**src/rtl/core/sle_pkg.sv**
```systemverilog
// Shared constants, codes and control/status types for the serial line editor.
package sle_pkg;

	localparam int LINE_MAX_DEF = 32;
	localparam int LIMIT_W      = 6;
	localparam int BYTE_W       = 8;
	localparam int KIND_W       = 2;
	localparam int LEN_W        = 5;

	localparam logic [LIMIT_W-1:0] LIMIT_RST = 6'd32;

	// result kinds
	localparam logic [KIND_W-1:0] KIND_ECHO = 2'd0;
	localparam logic [KIND_W-1:0] KIND_LINE = 2'd1;
	localparam logic [KIND_W-1:0] KIND_END  = 2'd2;

	// console characters
	localparam logic [BYTE_W-1:0] CH_ETX   = 8'h03;
	localparam logic [BYTE_W-1:0] CH_BS    = 8'h08;
	localparam logic [BYTE_W-1:0] CH_LF    = 8'h0A;
	localparam logic [BYTE_W-1:0] CH_CR    = 8'h0D;
	localparam logic [BYTE_W-1:0] CH_SP    = 8'h20;
	localparam logic [BYTE_W-1:0] CH_TILDE = 8'h7E;
	localparam logic [BYTE_W-1:0] CH_DEL   = 8'h7F;

	// output word source select
	localparam logic [2:0] SRC_RX   = 3'd0;
	localparam logic [2:0] SRC_BS   = 3'd1;
	localparam logic [2:0] SRC_SP   = 3'd2;
	localparam logic [2:0] SRC_CR   = 3'd3;
	localparam logic [2:0] SRC_LF   = 3'd4;
	localparam logic [2:0] SRC_LINE = 3'd5;
	localparam logic [2:0] SRC_END  = 3'd6;

	typedef struct packed {
		logic       store_wr;
		logic       fill_inc;
		logic       fill_dec;
		logic       fill_clr;
		logic       abort_ld;
		logic       walk_clr;
		logic       walk_inc;
		logic       emit;
		logic       last;
		logic [2:0] src;
	} sle_cmd_t;

	typedef struct packed {
		logic printable;
		logic erase;
		logic cr;
		logic etx;
		logic can_store;
		logic fill_nz;
		logic walk_last;
	} sle_stat_t;

endpackage

```
**src/rtl/core/sle_ctrl.sv**
```systemverilog
// Sequencer for the line editor: decodes accepted bytes and steps the emit sequences.
module sle_ctrl import sle_pkg::*; (
	input  logic      clk,
	input  logic      arst_n,
	input  logic      start,
	input  sle_stat_t stat,
	output sle_cmd_t  cmd,
	output logic      busy
);

	localparam logic [2:0] ST_IDLE = 3'd0;
	localparam logic [2:0] ST_BS1  = 3'd1;
	localparam logic [2:0] ST_BS2  = 3'd2;
	localparam logic [2:0] ST_LF   = 3'd3;
	localparam logic [2:0] ST_LINE = 3'd4;
	localparam logic [2:0] ST_END  = 3'd5;

	logic [2:0] state_q;
	logic [2:0] state_d;

	always_ff @(posedge clk or negedge arst_n) begin
		if (!arst_n) begin
			state_q <= ST_IDLE;
		end else begin
			state_q <= state_d;
		end
	end

	always_comb begin
		state_d = state_q;
		cmd     = '0;
		cmd.src = SRC_RX;
		busy    = 1'b1;
		unique case (state_q)
			ST_IDLE: begin
				busy = 1'b0;
				if (start) begin
					if (stat.printable) begin
						if (stat.can_store) begin
							cmd.store_wr = 1'b1;
							cmd.fill_inc = 1'b1;
							cmd.emit     = 1'b1;
							cmd.last     = 1'b1;
							cmd.src      = SRC_RX;
						end
					end else if (stat.erase) begin
						if (stat.fill_nz) begin
							cmd.fill_dec = 1'b1;
							cmd.emit     = 1'b1;
							cmd.src      = SRC_BS;
							state_d      = ST_BS1;
						end
					end else if (stat.cr || stat.etx) begin
						// ctrl-C empties the line now so the marker reports zero
						cmd.fill_clr = stat.etx;
						cmd.abort_ld = 1'b1;
						cmd.emit     = 1'b1;
						cmd.src      = SRC_CR;
						state_d      = ST_LF;
					end
				end
			end
			ST_BS1: begin
				cmd.emit = 1'b1;
				cmd.src  = SRC_SP;
				state_d  = ST_BS2;
			end
			ST_BS2: begin
				cmd.emit = 1'b1;
				cmd.last = 1'b1;
				cmd.src  = SRC_BS;
				state_d  = ST_IDLE;
			end
			ST_LF: begin
				// clearing the walk counter starts the read of entry zero
				cmd.emit     = 1'b1;
				cmd.src      = SRC_LF;
				cmd.walk_clr = 1'b1;
				state_d      = stat.fill_nz ? ST_LINE : ST_END;
			end
			ST_LINE: begin
				cmd.emit     = 1'b1;
				cmd.src      = SRC_LINE;
				cmd.walk_inc = 1'b1;
				if (stat.walk_last) begin
					state_d = ST_END;
				end
			end
			ST_END: begin
				cmd.emit     = 1'b1;
				cmd.last     = 1'b1;
				cmd.src      = SRC_END;
				cmd.fill_clr = 1'b1;
				state_d      = ST_IDLE;
			end
			default: begin
				state_d = ST_IDLE;
			end
		endcase
	end

endmodule

```
**src/rtl/core/sle_dp.sv**
```systemverilog
// Datapath: limit register, fill count, line store, walk counter and result register.
module sle_dp import sle_pkg::*; #(
	parameter int LINE_MAX = LINE_MAX_DEF
) (
	input  logic                clk,
	input  logic                arst_n,
	input  logic                cfg_we,
	input  logic [LIMIT_W-1:0]  cfg_data,
	input  logic [BYTE_W-1:0]   rx_byte,
	input  sle_cmd_t            cmd,
	output sle_stat_t           stat,
	output logic                strobe,
	output logic [KIND_W-1:0]   out_kind,
	output logic [BYTE_W-1:0]   out_byte,
	output logic [LEN_W-1:0]    line_length,
	output logic                aborted,
	output logic                last
);

	localparam int FW = $clog2(LINE_MAX);
	localparam int CW = LIMIT_W + 1;
	localparam logic [CW-1:0] MAX_L = CW'(LINE_MAX);

	logic [LIMIT_W-1:0] limit_q;
	logic [FW-1:0]      fill_q;
	logic [FW-1:0]      walk_q;
	logic [FW-1:0]      walk_d;
	logic               abort_q;
	logic [BYTE_W-1:0]  store_q [LINE_MAX];
	logic [BYTE_W-1:0]  rd_data_q;
	logic [CW-1:0]      lim_eff;
	logic [CW-1:0]      fill_ext;
	logic [FW+LEN_W-1:0] fill_len;

	logic               strobe_q;
	logic [KIND_W-1:0]  kind_q;
	logic [BYTE_W-1:0]  byte_q;
	logic [LEN_W-1:0]   len_q;
	logic               abort_out_q;
	logic               last_q;

	logic [KIND_W-1:0]  kind_d;
	logic [BYTE_W-1:0]  byte_d;
	logic [LEN_W-1:0]   len_d;
	logic               abort_out_d;

	always_comb begin
		if (limit_q == '0) begin
			lim_eff = CW'(1);
		end else if ({1'b0, limit_q} > MAX_L) begin
			lim_eff = MAX_L;
		end else begin
			lim_eff = {1'b0, limit_q};
		end
		fill_ext = CW'(fill_q);
		fill_len = {{LEN_W{1'b0}}, fill_q};
	end

	assign stat.printable = (rx_byte >= CH_SP) && (rx_byte <= CH_TILDE);
	assign stat.erase     = (rx_byte == CH_BS) || (rx_byte == CH_DEL);
	assign stat.cr        = (rx_byte == CH_CR);
	assign stat.etx       = (rx_byte == CH_ETX);
	assign stat.can_store = (fill_ext + CW'(1)) < lim_eff;
	assign stat.fill_nz   = (fill_q != '0);
	assign stat.walk_last = (walk_q + FW'(1)) == fill_q;

	always_comb begin
		if (cmd.walk_clr) begin
			walk_d = '0;
		end else if (cmd.walk_inc) begin
			walk_d = walk_q + FW'(1);
		end else begin
			walk_d = walk_q;
		end
	end

	always_ff @(posedge clk or negedge arst_n) begin
		if (!arst_n) begin
			limit_q  <= LIMIT_RST;
			fill_q   <= '0;
			walk_q   <= '0;
			abort_q  <= 1'b0;
			strobe_q <= 1'b0;
		end else begin
			if (cfg_we) begin
				limit_q <= cfg_data;
			end
			if (cmd.fill_clr) begin
				fill_q <= '0;
			end else if (cmd.fill_inc) begin
				fill_q <= fill_q + FW'(1);
			end else if (cmd.fill_dec) begin
				fill_q <= fill_q - FW'(1);
			end
			if (cmd.abort_ld) begin
				abort_q <= stat.etx;
			end
			walk_q   <= walk_d;
			strobe_q <= cmd.emit;
		end
	end

	// line store: one write port, one registered read at the next walk index
	always_ff @(posedge clk) begin
		if (cmd.store_wr) begin
			store_q[fill_q] <= rx_byte;
		end
		rd_data_q <= store_q[walk_d];
	end

	always_comb begin
		kind_d      = KIND_ECHO;
		byte_d      = '0;
		len_d       = '0;
		abort_out_d = 1'b0;
		case (cmd.src)
			SRC_RX:   byte_d = rx_byte;
			SRC_BS:   byte_d = CH_BS;
			SRC_SP:   byte_d = CH_SP;
			SRC_CR:   byte_d = CH_CR;
			SRC_LF:   byte_d = CH_LF;
			SRC_LINE: begin
				kind_d = KIND_LINE;
				byte_d = rd_data_q;
			end
			SRC_END: begin
				kind_d      = KIND_END;
				byte_d      = '0;
				len_d       = fill_len[LEN_W-1:0];
				abort_out_d = abort_q;
			end
			default:  byte_d = '0;
		endcase
	end

	always_ff @(posedge clk) begin
		if (cmd.emit) begin
			last_q      <= cmd.last;
			kind_q      <= kind_d;
			byte_q      <= byte_d;
			len_q       <= len_d;
			abort_out_q <= abort_out_d;
		end
	end

	assign strobe      = strobe_q;
	assign out_kind    = kind_q;
	assign out_byte    = byte_q;
	assign line_length = len_q;
	assign aborted     = abort_out_q;
	assign last        = last_q;

endmodule

```
**src/rtl/core/serial_line_editor_unit.sv**
```systemverilog
// Top level of the serial line editor: sequencer plus datapath.
//
//  channel  | handshake            | words
//  ---------+----------------------+--------------------------------------------
//  input    | start / busy         | rx_byte
//  result   | strobe (no backpress)| out_kind, out_byte, line_length, aborted,
//           |                      | last
//  config   | cfg_valid / cfg_ready| cfg_data (line_limit)
//
// A kept printable byte is echoed in the next cycle; busy stays low so bytes
// may arrive back to back. Backspace echoes BS, SP, BS; ctrl-C CR, LF and an end
// marker; CR gives CR, LF, a line word per kept byte (one store read each, via
// the single read port of the line store) and an end marker. Asynchronous reset
// returns to idle, empty line, limit 32; store not cleared. Results cannot stall.
module serial_line_editor_unit import sle_pkg::*; #(
	parameter int LINE_MAX = LINE_MAX_DEF
) (
	input  logic               clk,
	input  logic               arst_n,
	input  logic               start,
	output logic               busy,
	input  logic [BYTE_W-1:0]  rx_byte,
	output logic               strobe,
	output logic [KIND_W-1:0]  out_kind,
	output logic [BYTE_W-1:0]  out_byte,
	output logic [LEN_W-1:0]   line_length,
	output logic               aborted,
	output logic               last,
	input  logic               cfg_valid,
	output logic               cfg_ready,
	input  logic [LIMIT_W-1:0] cfg_data
);

	sle_cmd_t  cmd;
	sle_stat_t stat;

	assign cfg_ready = ~busy;

	sle_ctrl u_ctrl (
		.clk    (clk),
		.arst_n (arst_n),
		.start  (start),
		.stat   (stat),
		.cmd    (cmd),
		.busy   (busy)
	);

	sle_dp #(
		.LINE_MAX (LINE_MAX)
	) u_dp (
		.clk         (clk),
		.arst_n      (arst_n),
		.cfg_we      (cfg_valid & cfg_ready),
		.cfg_data    (cfg_data),
		.rx_byte     (rx_byte),
		.cmd         (cmd),
		.stat        (stat),
		.strobe      (strobe),
		.out_kind    (out_kind),
		.out_byte    (out_byte),
		.line_length (line_length),
		.aborted     (aborted),
		.last        (last)
	);

endmodule

```
**config.mk**
```make
export PLATFORM = sky130hd
export DESIGN_NAME = serial_line_editor_unit
export DESIGN_NICKNAME = d
export VERILOG_FILES = /design/src/rtl/core/sle_pkg.sv /design/src/rtl/core/sle_ctrl.sv /design/src/rtl/core/sle_dp.sv /design/src/rtl/core/serial_line_editor_unit.sv
export SDC_FILE = /design/constraint.sdc
export NUM_CORES = 1
export LEC_CHECK = 0
export ABC_AREA = 1
export BUFFER_PORTS_ARGS = -buffer_cell sky130_fd_sc_hd__buf_2
export CORE_UTILIZATION = 40
export CTS_CLUSTER_DIAMETER = 40
export DETAILED_ROUTE_END_ITERATION = 12
export PLACE_DENSITY = 0.62
export SYNTH_ARGS = -nofsm -noshare
export SYNTH_HDL_FRONTEND = slang
export SYNTH_SLANG_ARGS = --single-unit
```
**constraint.sdc**
```tcl
create_clock -name clk -period 6.9 [get_ports clk]
set_clock_uncertainty 0.05 [all_clocks]
set_input_delay 1.035 -clock clk [delete_from_list [all_inputs] [get_ports clk]]
set_output_delay 1.035 -clock clk [all_outputs]
set_load 0.02 [all_outputs]
```
==> results of run 1 <==
[worst max-delay path: cells and delay by family (launching register included)]
| family | cells | cell delay [ns] |
|---|---|---|
| and+or+nand+nor | 5 | 1.70 |
| adders and majority gates | 2 | 0.64 |
| buffers and inverters | 2 | 0.51 |
| DFF | 1 | 0.50 |
| AOI/OAI and AO/OA | 3 | 0.39 |
[per-layer routing]
| layer | share of wire [%] | wire length [microns] |
|---|---|---|
| met1 | 40 | 14000 |
| met2 | 48 | 16900 |
| met3 | 7.5 | 2610 |
| met4 | 4.0 | 1400 |
| met5 | 0 | 0 |
[through the flow]
stage	instance area (sq um)	total power [mW]	cells	hold WS, ns	setup WS (ns)
after floorplan	13900	3.99	1416	0.403	3.67
after CTS	15800	6.79	1925	0.451	2.69
after global routing	15800	7.13	1925	0.478	2.30
after detailed placement	14500	4.73	1855	0.438	2.43
after global placement	14500	4.71	1855	0.427	2.47
final	15800	6.75	1925	0.440	2.72
[path summary, 6_finish.rpt]
check,end,start,cells after the start,slack (ns)
worst max-delay path,u_dp.store_q[25][0],u_dp.fill_q[0],12,2.72
worst min-delay path,u_dp.abort_q,u_dp.abort_q,2,0.44
worst max register to register,u_dp.store_q[25][0],u_dp.fill_q[0],12,2.72
worst min register to register,u_dp.abort_q,u_dp.abort_q,2,0.44
max in group asynchronous,u_dp.fill_q[1],arst_n,1,5.97
min in group asynchronous,u_ctrl.state_q[1],arst_n,1,0.45
[state kept, by name, summed over array words and instances, names as in the netlist]
register and flops:
u_ctrl.state_q 3, u_dp.abort_q 1, u_dp.aborted 1, u_dp.fill_q 5, u_dp.last 1, u_dp.limit_q 6
u_dp.line_length 5, u_dp.out_byte 8, u_dp.out_kind 2, u_dp.rd_data_q 8, u_dp.store_q 256, u_dp.strobe 1
u_dp.walk_q 5
[cell families after synthesis]
group           after synthesis  share of synthesized area, %
flops                       302                          64.0
simple gates                703                          22.6
compound gates               24                          1.05
fa+ha+maj                    14                          1.32
xor+xnor                      8                         0.505
buf+inv                     361                          10.2
mux                           4                         0.324
[report_power, final]
group / switching [mW] / internal (mW) / total, mW / leakage (nW)
combinational: 1.72 / 0.668 / 2.39 / 3.40
clock: 0.789 / 1.27 / 2.06 / 0.639
sequential: 0.112 / 2.19 / 2.31 / 2.80
total: 2.63 / 4.13 / 6.75 / 6.84
[final cells by class]
| type | instances | area, sq um | area share, % |
|---|---|---|---|
| Tap cell | 448 | 561 | 3.55 |
| Multi-Input combinational cell | 753 | 3600 | 22.8 |
| Sequential cell | 302 | 8880 | 56.3 |
| Clock inverter | 28 | 348 | 2.20 |
| Inverter | 300 | 1130 | 7.13 |
| Timing Repair Buffer | 52 | 298 | 1.89 |
| Clock buffer | 42 | 976 | 6.18 |
[cell usage after synthesis, types with 2 or more instances]
library cell    n  area share [%]
nand2_1       308             8.3
nand3_1       307              11
inv_1         290             7.8
edfxtp_1      273              59
nor3_1         35             1.3
nor2_1         30            0.81
buf_2          26            0.94
clkbuf_1       20            0.54
dfrtp_1        20             3.6
ha_1           13             1.2
nand4_1        12            0.54
a21oi_1         9            0.32
buf_4           9            0.49
dfxtp_1         8             1.2
o21ai_0         8            0.29
xor2_1          7            0.44
buf_1           6            0.16
inv_2           6            0.16
clkinv_1        4            0.11
mux2_2          4            0.32
nand2_2         3            0.14
nand3b_1        3            0.16
a31oi_1         2           0.090
o22ai_2         2            0.18
==> impl_metrics.xml, run 1 <==
<?xml version="1.0" encoding="UTF-8"?>
<metrics>
  <group name="global_routing">
    <metric name="grt_first_pass_wirelength" unit="microns">53600</metric>
    <metric name="grt_util_met3" unit="%">3.69</metric>
    <metric name="antenna_found_initial" unit="">0</metric>
    <metric name="grt_util_met1" unit="%">25.9</metric>
    <metric name="gr-max-usage-layer" unit="">met2</metric>
    <metric name="grt_util_met2" unit="%">32.8</metric>
    <metric name="first_global_vias" unit="">9358</metric>
    <metric name="gr-usage-all-layers" unit="%">20.0</metric>
    <metric name="gr-total-overflow" unit="">0</metric>
    <metric name="grt_max_degree" unit="">107</metric>
  </group>
  <group name="synth">
    <metric name="ys_warnings" unit="">0</metric>
    <metric name="seq_area_frac_synth" unit="%">64.0</metric>
    <metric name="synth_cells" unit="">1416</metric>
    <metric name="netlist_area" unit="sq um">13900</metric>
    <metric name="synth_top_flop_cell" unit="">edfxtp_1</metric>
    <metric name="synthArstFlopShare" unit="%">6.95</metric>
    <metric name="post_synth_num_cell_types" unit="">35</metric>
    <metric name="ys_ff_latch" unit="">302</metric>
    <metric name="synth-edff-count" unit="">273</metric>
    <metric name="number_of_nets_produced_by_synthesis" unit="">1448</metric>
    <metric name="syn_area_per_cell" unit="sq um">9.81</metric>
  </group>
  <group name="die">
    <metric name="die_area" unit="sq um">35500</metric>
    <metric name="core_region_area" unit="sq um">33900</metric>
    <metric name="std_cell_rows" unit="">67</metric>
    <metric name="initial_core_utilization" unit="%">41.0</metric>
    <metric name="floorplan.die.width" unit="microns">188</metric>
    <metric name="die_h" unit="microns">188</metric>
    <metric name="io-pin-count" unit="">38</metric>
  </group>
  <group name="cts">
    <metric name="clk_transition_reported_paths" unit="ns">0.05</metric>
    <metric name="numCtsBuffers" unit="">38</metric>
    <metric name="holdBufCountCts" unit="">0</metric>
    <metric name="root_buffer" unit="">clkbuf_16</metric>
    <metric name="cts_max_level" unit="">2</metric>
    <metric name="cts.repair.resized" unit="">0</metric>
    <metric name="clock_latency_on_the_worst_skew_pair" unit="ns">0.54</metric>
    <metric name="cts.repair_timing.setup_buffer_count" unit="">0</metric>
    <metric name="cts_max_path_buffers" unit="">3</metric>
    <metric name="numClockSinks" unit="">302</metric>
    <metric name="tritoncts_clock_tree" unit="">done</metric>
  </group>
  <group name="timing">
    <metric name="relSlewSlack" unit="%">15.2</metric>
    <metric name="fmax" unit="MHz">239</metric>
    <metric name="tightestPinTransition" unit="ns">1.26</metric>
    <metric name="post-route-min-period" unit="ns">4.18</metric>
    <metric name="setup-tns-final" unit="ns">0</metric>
    <metric name="final_max_slew_viol_count" unit="">0</metric>
    <metric name="final.period_utilization" unit="%">60.5</metric>
    <metric name="hold_viol" unit="">0</metric>
    <metric name="unrepaired_setup_endpoints_after_global_routing" unit="">false</metric>
    <metric name="setup_viol" unit="">0</metric>
  </group>
  <group name="routing">
    <metric name="drt_iter0_markers" unit="">1070</metric>
    <metric name="remaining_drc_errors" unit="">0</metric>
    <metric name="firstDrtPassIters" unit="">7</metric>
    <metric name="antenna_violating_nets_post_route" unit="">0</metric>
    <metric name="avgRoutedWirePerCell" unit="microns">18.1</metric>
    <metric name="via_cell_ratio" unit="">5.13</metric>
    <metric name="detail_route.wirelength" unit="microns">34900</metric>
    <metric name="via_count" unit="">9877</metric>
  </group>
  <group name="worst_setup_path">
    <metric name="timing_worst_setup_path_type" unit="">register to register</metric>
    <metric name="cpMaxStageDelayCell" unit="">nor3_1</metric>
    <metric name="crit_path_dat" unit="ns">4.26</metric>
    <metric name="critical_path.max_stage_delay" unit="ns">0.88</metric>
    <metric name="setup.worst_path.start_class" unit="">register</metric>
    <metric name="cp_data_required_time" unit="ns">6.98</metric>
    <metric name="worstSetupEndpointType" unit="">register</metric>
    <metric name="critical_path.cell_chain" unit="">ha_1, a31oi_1, a21oi_1, ha_1, nand2_1, inv_1, o21ai_0, nand3b_1, nor2_1, nand2_1, buf_4, nor3_1</metric>
    <metric name="path_max_fanout" unit="">24</metric>
  </group>
  <group name="power">
    <metric name="vdd_ir_drop_max" unit="uV">283</metric>
    <metric name="static-leakage-power" unit="nW">6.84</metric>
    <metric name="power_density" unit="nW/um^2">428</metric>
  </group>
  <group name="cells_and_area">
    <metric name="filler_cell_count" unit="">3186</metric>
    <metric name="nets" unit="">1479</metric>
    <metric name="mostFrequentLayoutCell" unit="">nand2_1</metric>
    <metric name="flow.area_growth_from_synthesis" unit="%">13.7</metric>
    <metric name="final_cell_mix" unit="">nand2_1 (306), nand3_1 (305), inv_1 (290), edfxtp_1 (273), clkbuf_16 (38)</metric>
    <metric name="fin_util" unit="%">46.6</metric>
    <metric name="antenna_cells_inserted" unit="">0</metric>
    <metric name="layout-drive-gt1-share" unit="%">9.61</metric>
  </group>
  <group name="place">
    <metric name="gp_congestion" unit="">0.888</metric>
    <metric name="place.detailed.hpwl" unit="microns">21700</metric>
    <metric name="place.port_buffers" unit="">37</metric>
  </group>
  <group name="hold_path">
    <metric name="hold_path_class" unit="">register to register</metric>
  </group>
  <group name="run">
    <metric name="drv_cap" unit="">0</metric>
  </group>
  <group name="outcome">
    <metric name="outcome" unit="">finished clean</metric>
  </group>
</metrics>
Note: power is estimated with default switching activity, not from simulation.
==> run 2, diff against run 1 <==
--- a/config.mk
+++ b/config.mk
@@ -5,12 +5,12 @@
 export SDC_FILE = /design/constraint.sdc
 export NUM_CORES = 1
 export LEC_CHECK = 0
-export ABC_AREA = 1
+export ABC_AREA = 0
 export BUFFER_PORTS_ARGS = -buffer_cell sky130_fd_sc_hd__buf_2
 export CORE_UTILIZATION = 40
 export CTS_CLUSTER_DIAMETER = 40
 export DETAILED_ROUTE_END_ITERATION = 12
-export PLACE_DENSITY = 0.62
+export PLACE_DENSITY = 0.64
 export SYNTH_ARGS = -nofsm -noshare
 export SYNTH_HDL_FRONTEND = slang
 export SYNTH_SLANG_ARGS = --single-unit
==> constraint.sdc (replaced) <==
create_clock -name clk -period 3.7 [get_ports clk]
set_clock_uncertainty 0.05 [all_clocks]
set_input_delay 0.555 -clock clk [delete_from_list [all_inputs] [get_ports clk]]
set_output_delay 0.555 -clock clk [all_outputs]
set_load 0.02 [all_outputs]
==> run 2 against run 1 <==
Compared with the run above:
- synthesized cell count decreased by 41%
- non-clock buffer count increased by 16
- register-to-register slack got worse by 2.4 ns
- global-route usage decreased by 2.7 points
- largest power group is now registers
==> impl_metrics.xml, run 2 <==
<?xml version="1.0" encoding="UTF-8"?>
<metrics>
  <group name="hold_path">
    <metric name="hold_path_class" unit="">input port to register</metric>
  </group>
  <group name="place">
    <metric name="gp_congestion" unit="">0.884</metric>
    <metric name="place.detailed.hpwl" unit="microns">18500</metric>
    <metric name="dp_worst_setup_slack" unit="ns">0.145</metric>
    <metric name="place.port_buffers" unit="">37</metric>
  </group>
  <group name="cts">
    <metric name="numCtsBuffers" unit="">38</metric>
    <metric name="tritoncts_clock_tree" unit="">done</metric>
    <metric name="cts_max_path_buffers" unit="">3</metric>
    <metric name="clock_latency_on_the_worst_skew_pair" unit="ns">0.51</metric>
    <metric name="cts_max_level" unit="">2</metric>
    <metric name="root_buffer" unit="">clkbuf_16</metric>
    <metric name="numClockSinks" unit="">302</metric>
    <metric name="cts.repair_timing.setup_buffer_count" unit="">0</metric>
    <metric name="clk_transition_reported_paths" unit="ns">0.05</metric>
  </group>
  <group name="worst_setup_path">
    <metric name="critical_path.cell_chain" unit="">ha_1, nand3_1, xnor2_1, ha_1, a21o_1, nand2_1, and4b_1, o211a_1, inv_1, fa_1, a21o_1, a21oi_1, o21ai_0, o21a_1, o32a_1</metric>
    <metric name="cp_data_required_time" unit="ns">4.04</metric>
    <metric name="critical_path.max_stage_delay" unit="ns">0.46</metric>
    <metric name="cpMaxStageDelayCell" unit="">fa_1</metric>
    <metric name="setup.worst_path.start_class" unit="">register</metric>
    <metric name="worstSetupEndpointType" unit="">register</metric>
    <metric name="path_max_fanout" unit="">4</metric>
    <metric name="path_delay_family" unit="">compound AO/OA/AOI/OAI gates</metric>
    <metric name="worstPathBufferInverterCount" unit="">1</metric>
    <metric name="crit_path_dat" unit="ns">3.74</metric>
    <metric name="timing_worst_setup_path_type" unit="">register to register</metric>
  </group>
  <group name="timing">
    <metric name="postLayoutSetupSlackWorst" unit="ns">0.304</metric>
    <metric name="setup_viol" unit="">0</metric>
    <metric name="setup-tns-final" unit="ns">0</metric>
    <metric name="tightestPinTransition" unit="ns">1.19</metric>
    <metric name="relSlewSlack" unit="%">20.2</metric>
    <metric name="final_max_slew_viol_count" unit="">0</metric>
    <metric name="post-route-min-period" unit="ns">3.40</metric>
    <metric name="final.period_utilization" unit="%">91.8</metric>
    <metric name="hold_viol" unit="">0</metric>
    <metric name="fmax" unit="MHz">294</metric>
    <metric name="unrepaired_setup_endpoints_after_global_routing" unit="">false</metric>
  </group>
  <group name="cells_and_area">
    <metric name="largest_register_ff_count" unit="">256</metric>
    <metric name="final_cell_mix" unit="">edfxtp_1 (273), mux2i_1 (170), nand2_1 (67), nor2_1 (49), clkbuf_16 (41)</metric>
    <metric name="max_flop_register" unit="">u_dp.store_q</metric>
    <metric name="nets" unit="">934</metric>
    <metric name="layout-drive-gt1-share" unit="%">15.3</metric>
    <metric name="flow.area_growth_from_synthesis" unit="%">15.3</metric>
    <metric name="mostFrequentLayoutCell" unit="">edfxtp_1</metric>
  </group>
  <group name="synth">
    <metric name="ys_ff_latch" unit="">302</metric>
    <metric name="synthArstFlopShare" unit="%">6.95</metric>
    <metric name="synth.area.top_cells" unit="">edfxtp_1 (64%), mux2i_1 (13%), dfrtp_1 (3.9%)</metric>
    <metric name="post_synth_num_cell_types" unit="">65</metric>
    <metric name="seq_area_frac_synth" unit="%">69.1</metric>
    <metric name="synth_top_flop_cell" unit="">edfxtp_1</metric>
    <metric name="yosys-top-cells-count" unit="">edfxtp_1 (273), mux2i_1 (170), nand2_1 (67)</metric>
    <metric name="syn_area_per_cell" unit="sq um">15.5</metric>
    <metric name="netlist_area" unit="sq um">12900</metric>
    <metric name="number_of_nets_produced_by_synthesis" unit="">864</metric>
    <metric name="yosys.area.top_type" unit="">edfxtp_1</metric>
    <metric name="synth_cells" unit="">832</metric>
    <metric name="synth-edff-count" unit="">273</metric>
    <metric name="yosys.cell_count.top_type" unit="">edfxtp_1</metric>
    <metric name="ys_warnings" unit="">0</metric>
    <metric name="synth_top_area_share" unit="%">63.7</metric>
  </group>
  <group name="global_routing">
    <metric name="gr-total-overflow" unit="">0</metric>
    <metric name="first_global_vias" unit="">7104</metric>
    <metric name="antenna_found_initial" unit="">2</metric>
    <metric name="gr-usage-all-layers" unit="%">17.3</metric>
    <metric name="grt_first_pass_wirelength" unit="microns">42800</metric>
    <metric name="grt_max_degree" unit="">69</metric>
  </group>
  <group name="die">
    <metric name="floorplan.die.width" unit="microns">181</metric>
    <metric name="initial_core_utilization" unit="%">40.7</metric>
    <metric name="std_cell_rows" unit="">65</metric>
    <metric name="die_area" unit="sq um">32900</metric>
    <metric name="io-pin-count" unit="">38</metric>
    <metric name="core_region_area" unit="sq um">31600</metric>
    <metric name="die_h" unit="microns">181</metric>
  </group>
  <group name="routing">
    <metric name="avgRoutedWirePerCell" unit="microns">21.2</metric>
    <metric name="detail_route.wirelength" unit="microns">28200</metric>
    <metric name="drt_iter0_markers" unit="">767</metric>
    <metric name="antenna_violating_nets_post_route" unit="">0</metric>
    <metric name="via_cell_ratio" unit="">5.46</metric>
    <metric name="remaining_drc_errors" unit="">0</metric>
    <metric name="firstDrtPassIters" unit="">6</metric>
    <metric name="via_count" unit="">7292</metric>
  </group>
  <group name="power">
    <metric name="vdd_ir_drop_max" unit="uV">269</metric>
    <metric name="static-leakage-power" unit="nW">5.92</metric>
    <metric name="power_density" unit="nW/um^2">583</metric>
  </group>
  <group name="outcome">
    <metric name="outcome" unit="">finished clean</metric>
  </group>
  <group name="run">
    <metric name="drv_cap" unit="">0</metric>
  </group>
</metrics>
==> run 2: changes by cell type in the layout (fill, tap and decap cells not counted), moves of 19 or more <==
cell and change:
a32oi_1 +25, nand3_1 -301, nand2_1 -239, nor2_1 +19
mux2i_1 +170, inv_1 -279, nor3_1 -24
==> run 2: final timing paths <==
path,start,endpoint,slack [ns],cells past startpoint
setup reg to reg,u_dp.fill_q[1],u_dp.fill_q[4],0.30,15
hold / removal,cfg_data[5],u_dp.limit_q[5],0.21,3
min in group asynchronous,arst_n,u_dp.limit_q[1],0.53,2
max in group asynchronous,arst_n,u_dp.walk_q[0],2.67,2
hold reg to reg,u_dp.limit_q[0],u_dp.limit_q[0],0.46,1
setup / recovery,u_dp.fill_q[1],u_dp.fill_q[4],0.30,15
==> run 2: metrics by stage <==
stage          utilization, %  hold WS (ns)  instances  power, mW  cell area [sq um]
5_1_grt                  46.9         0.229       1334       8.96              14800
4_1_cts                  46.9         0.197       1334       8.71              14800
3_3_place_gp             42.9         0.456       1263       5.09              13600
6_report                 46.9         0.210       1335       8.65              14800
2_1_floorplan               -         0.209        832       4.72              12900
3_5_place_dp             42.9         0.456       1263       5.11              13600
==> run 2: report_power, final <==
part           internal [mW]  leakage, nW  switching [mW]
logic                  0.446         2.53           0.708
registers               3.84         2.79          0.0539
clock network           2.24        0.602            1.36
==> run 2: timing repair <==
action | in CTS | in global routing
endpoints found under the setup margin | 0 | 0
endpoints found under the hold margin | 8 | 0
resized for setup | 0 | 0
hold buffers | 1 | 0
==> run 2: per-layer routing <==
| layer | vias to the layer above | wire, microns | track usage (%) |
|---|---|---|---|
| met4 | 2 | 635 | 5.53 |
| met1 | 3648 | 13000 | 24.1 |
| li1 | 3365 | - | - |
| met5 | - | 12 | 0 |
| met2 | 234 | 12900 | 27.0 |
| met3 | 43 | 1710 | 3.57 |
==> run 2: final cells by class <==
cell class	count	area [sq um]
Sequential cell	302	8880
Clock buffer	47	1050
Multi-Input combinational cell	479	3690
Tap cell	402	503
Antenna cell	1	2.50
Clock inverter	23	216
Fill cell	2677	16800
Timing Repair Buffer	68	445
Inverter	13	48.8
==> run 2: worst min-delay path, delay by kind of cell <==
family | cells | cell delay [ns]
buffers and inverters | 1 | 0.07
AO/OA/AOI/OAI | 1 | 0.06
AND/OR/NAND/NOR | 1 | 0.04
==> run 2: kinds of logic (layout without fill, tap and decap cells) <==
logic type,count (synthesis),in the layout,synth area share (%)
DFF,302,302,69.1
adders and majority gates,14,14,1.42
xor gates and xnor gates,14,14,0.953
and+or+nand+nor,178,178,6.51
other,0,1,0
AOI/OAI and AO/OA,97,97,5.87
muxes,176,176,13.8
buffers and inverters,51,151,2.44
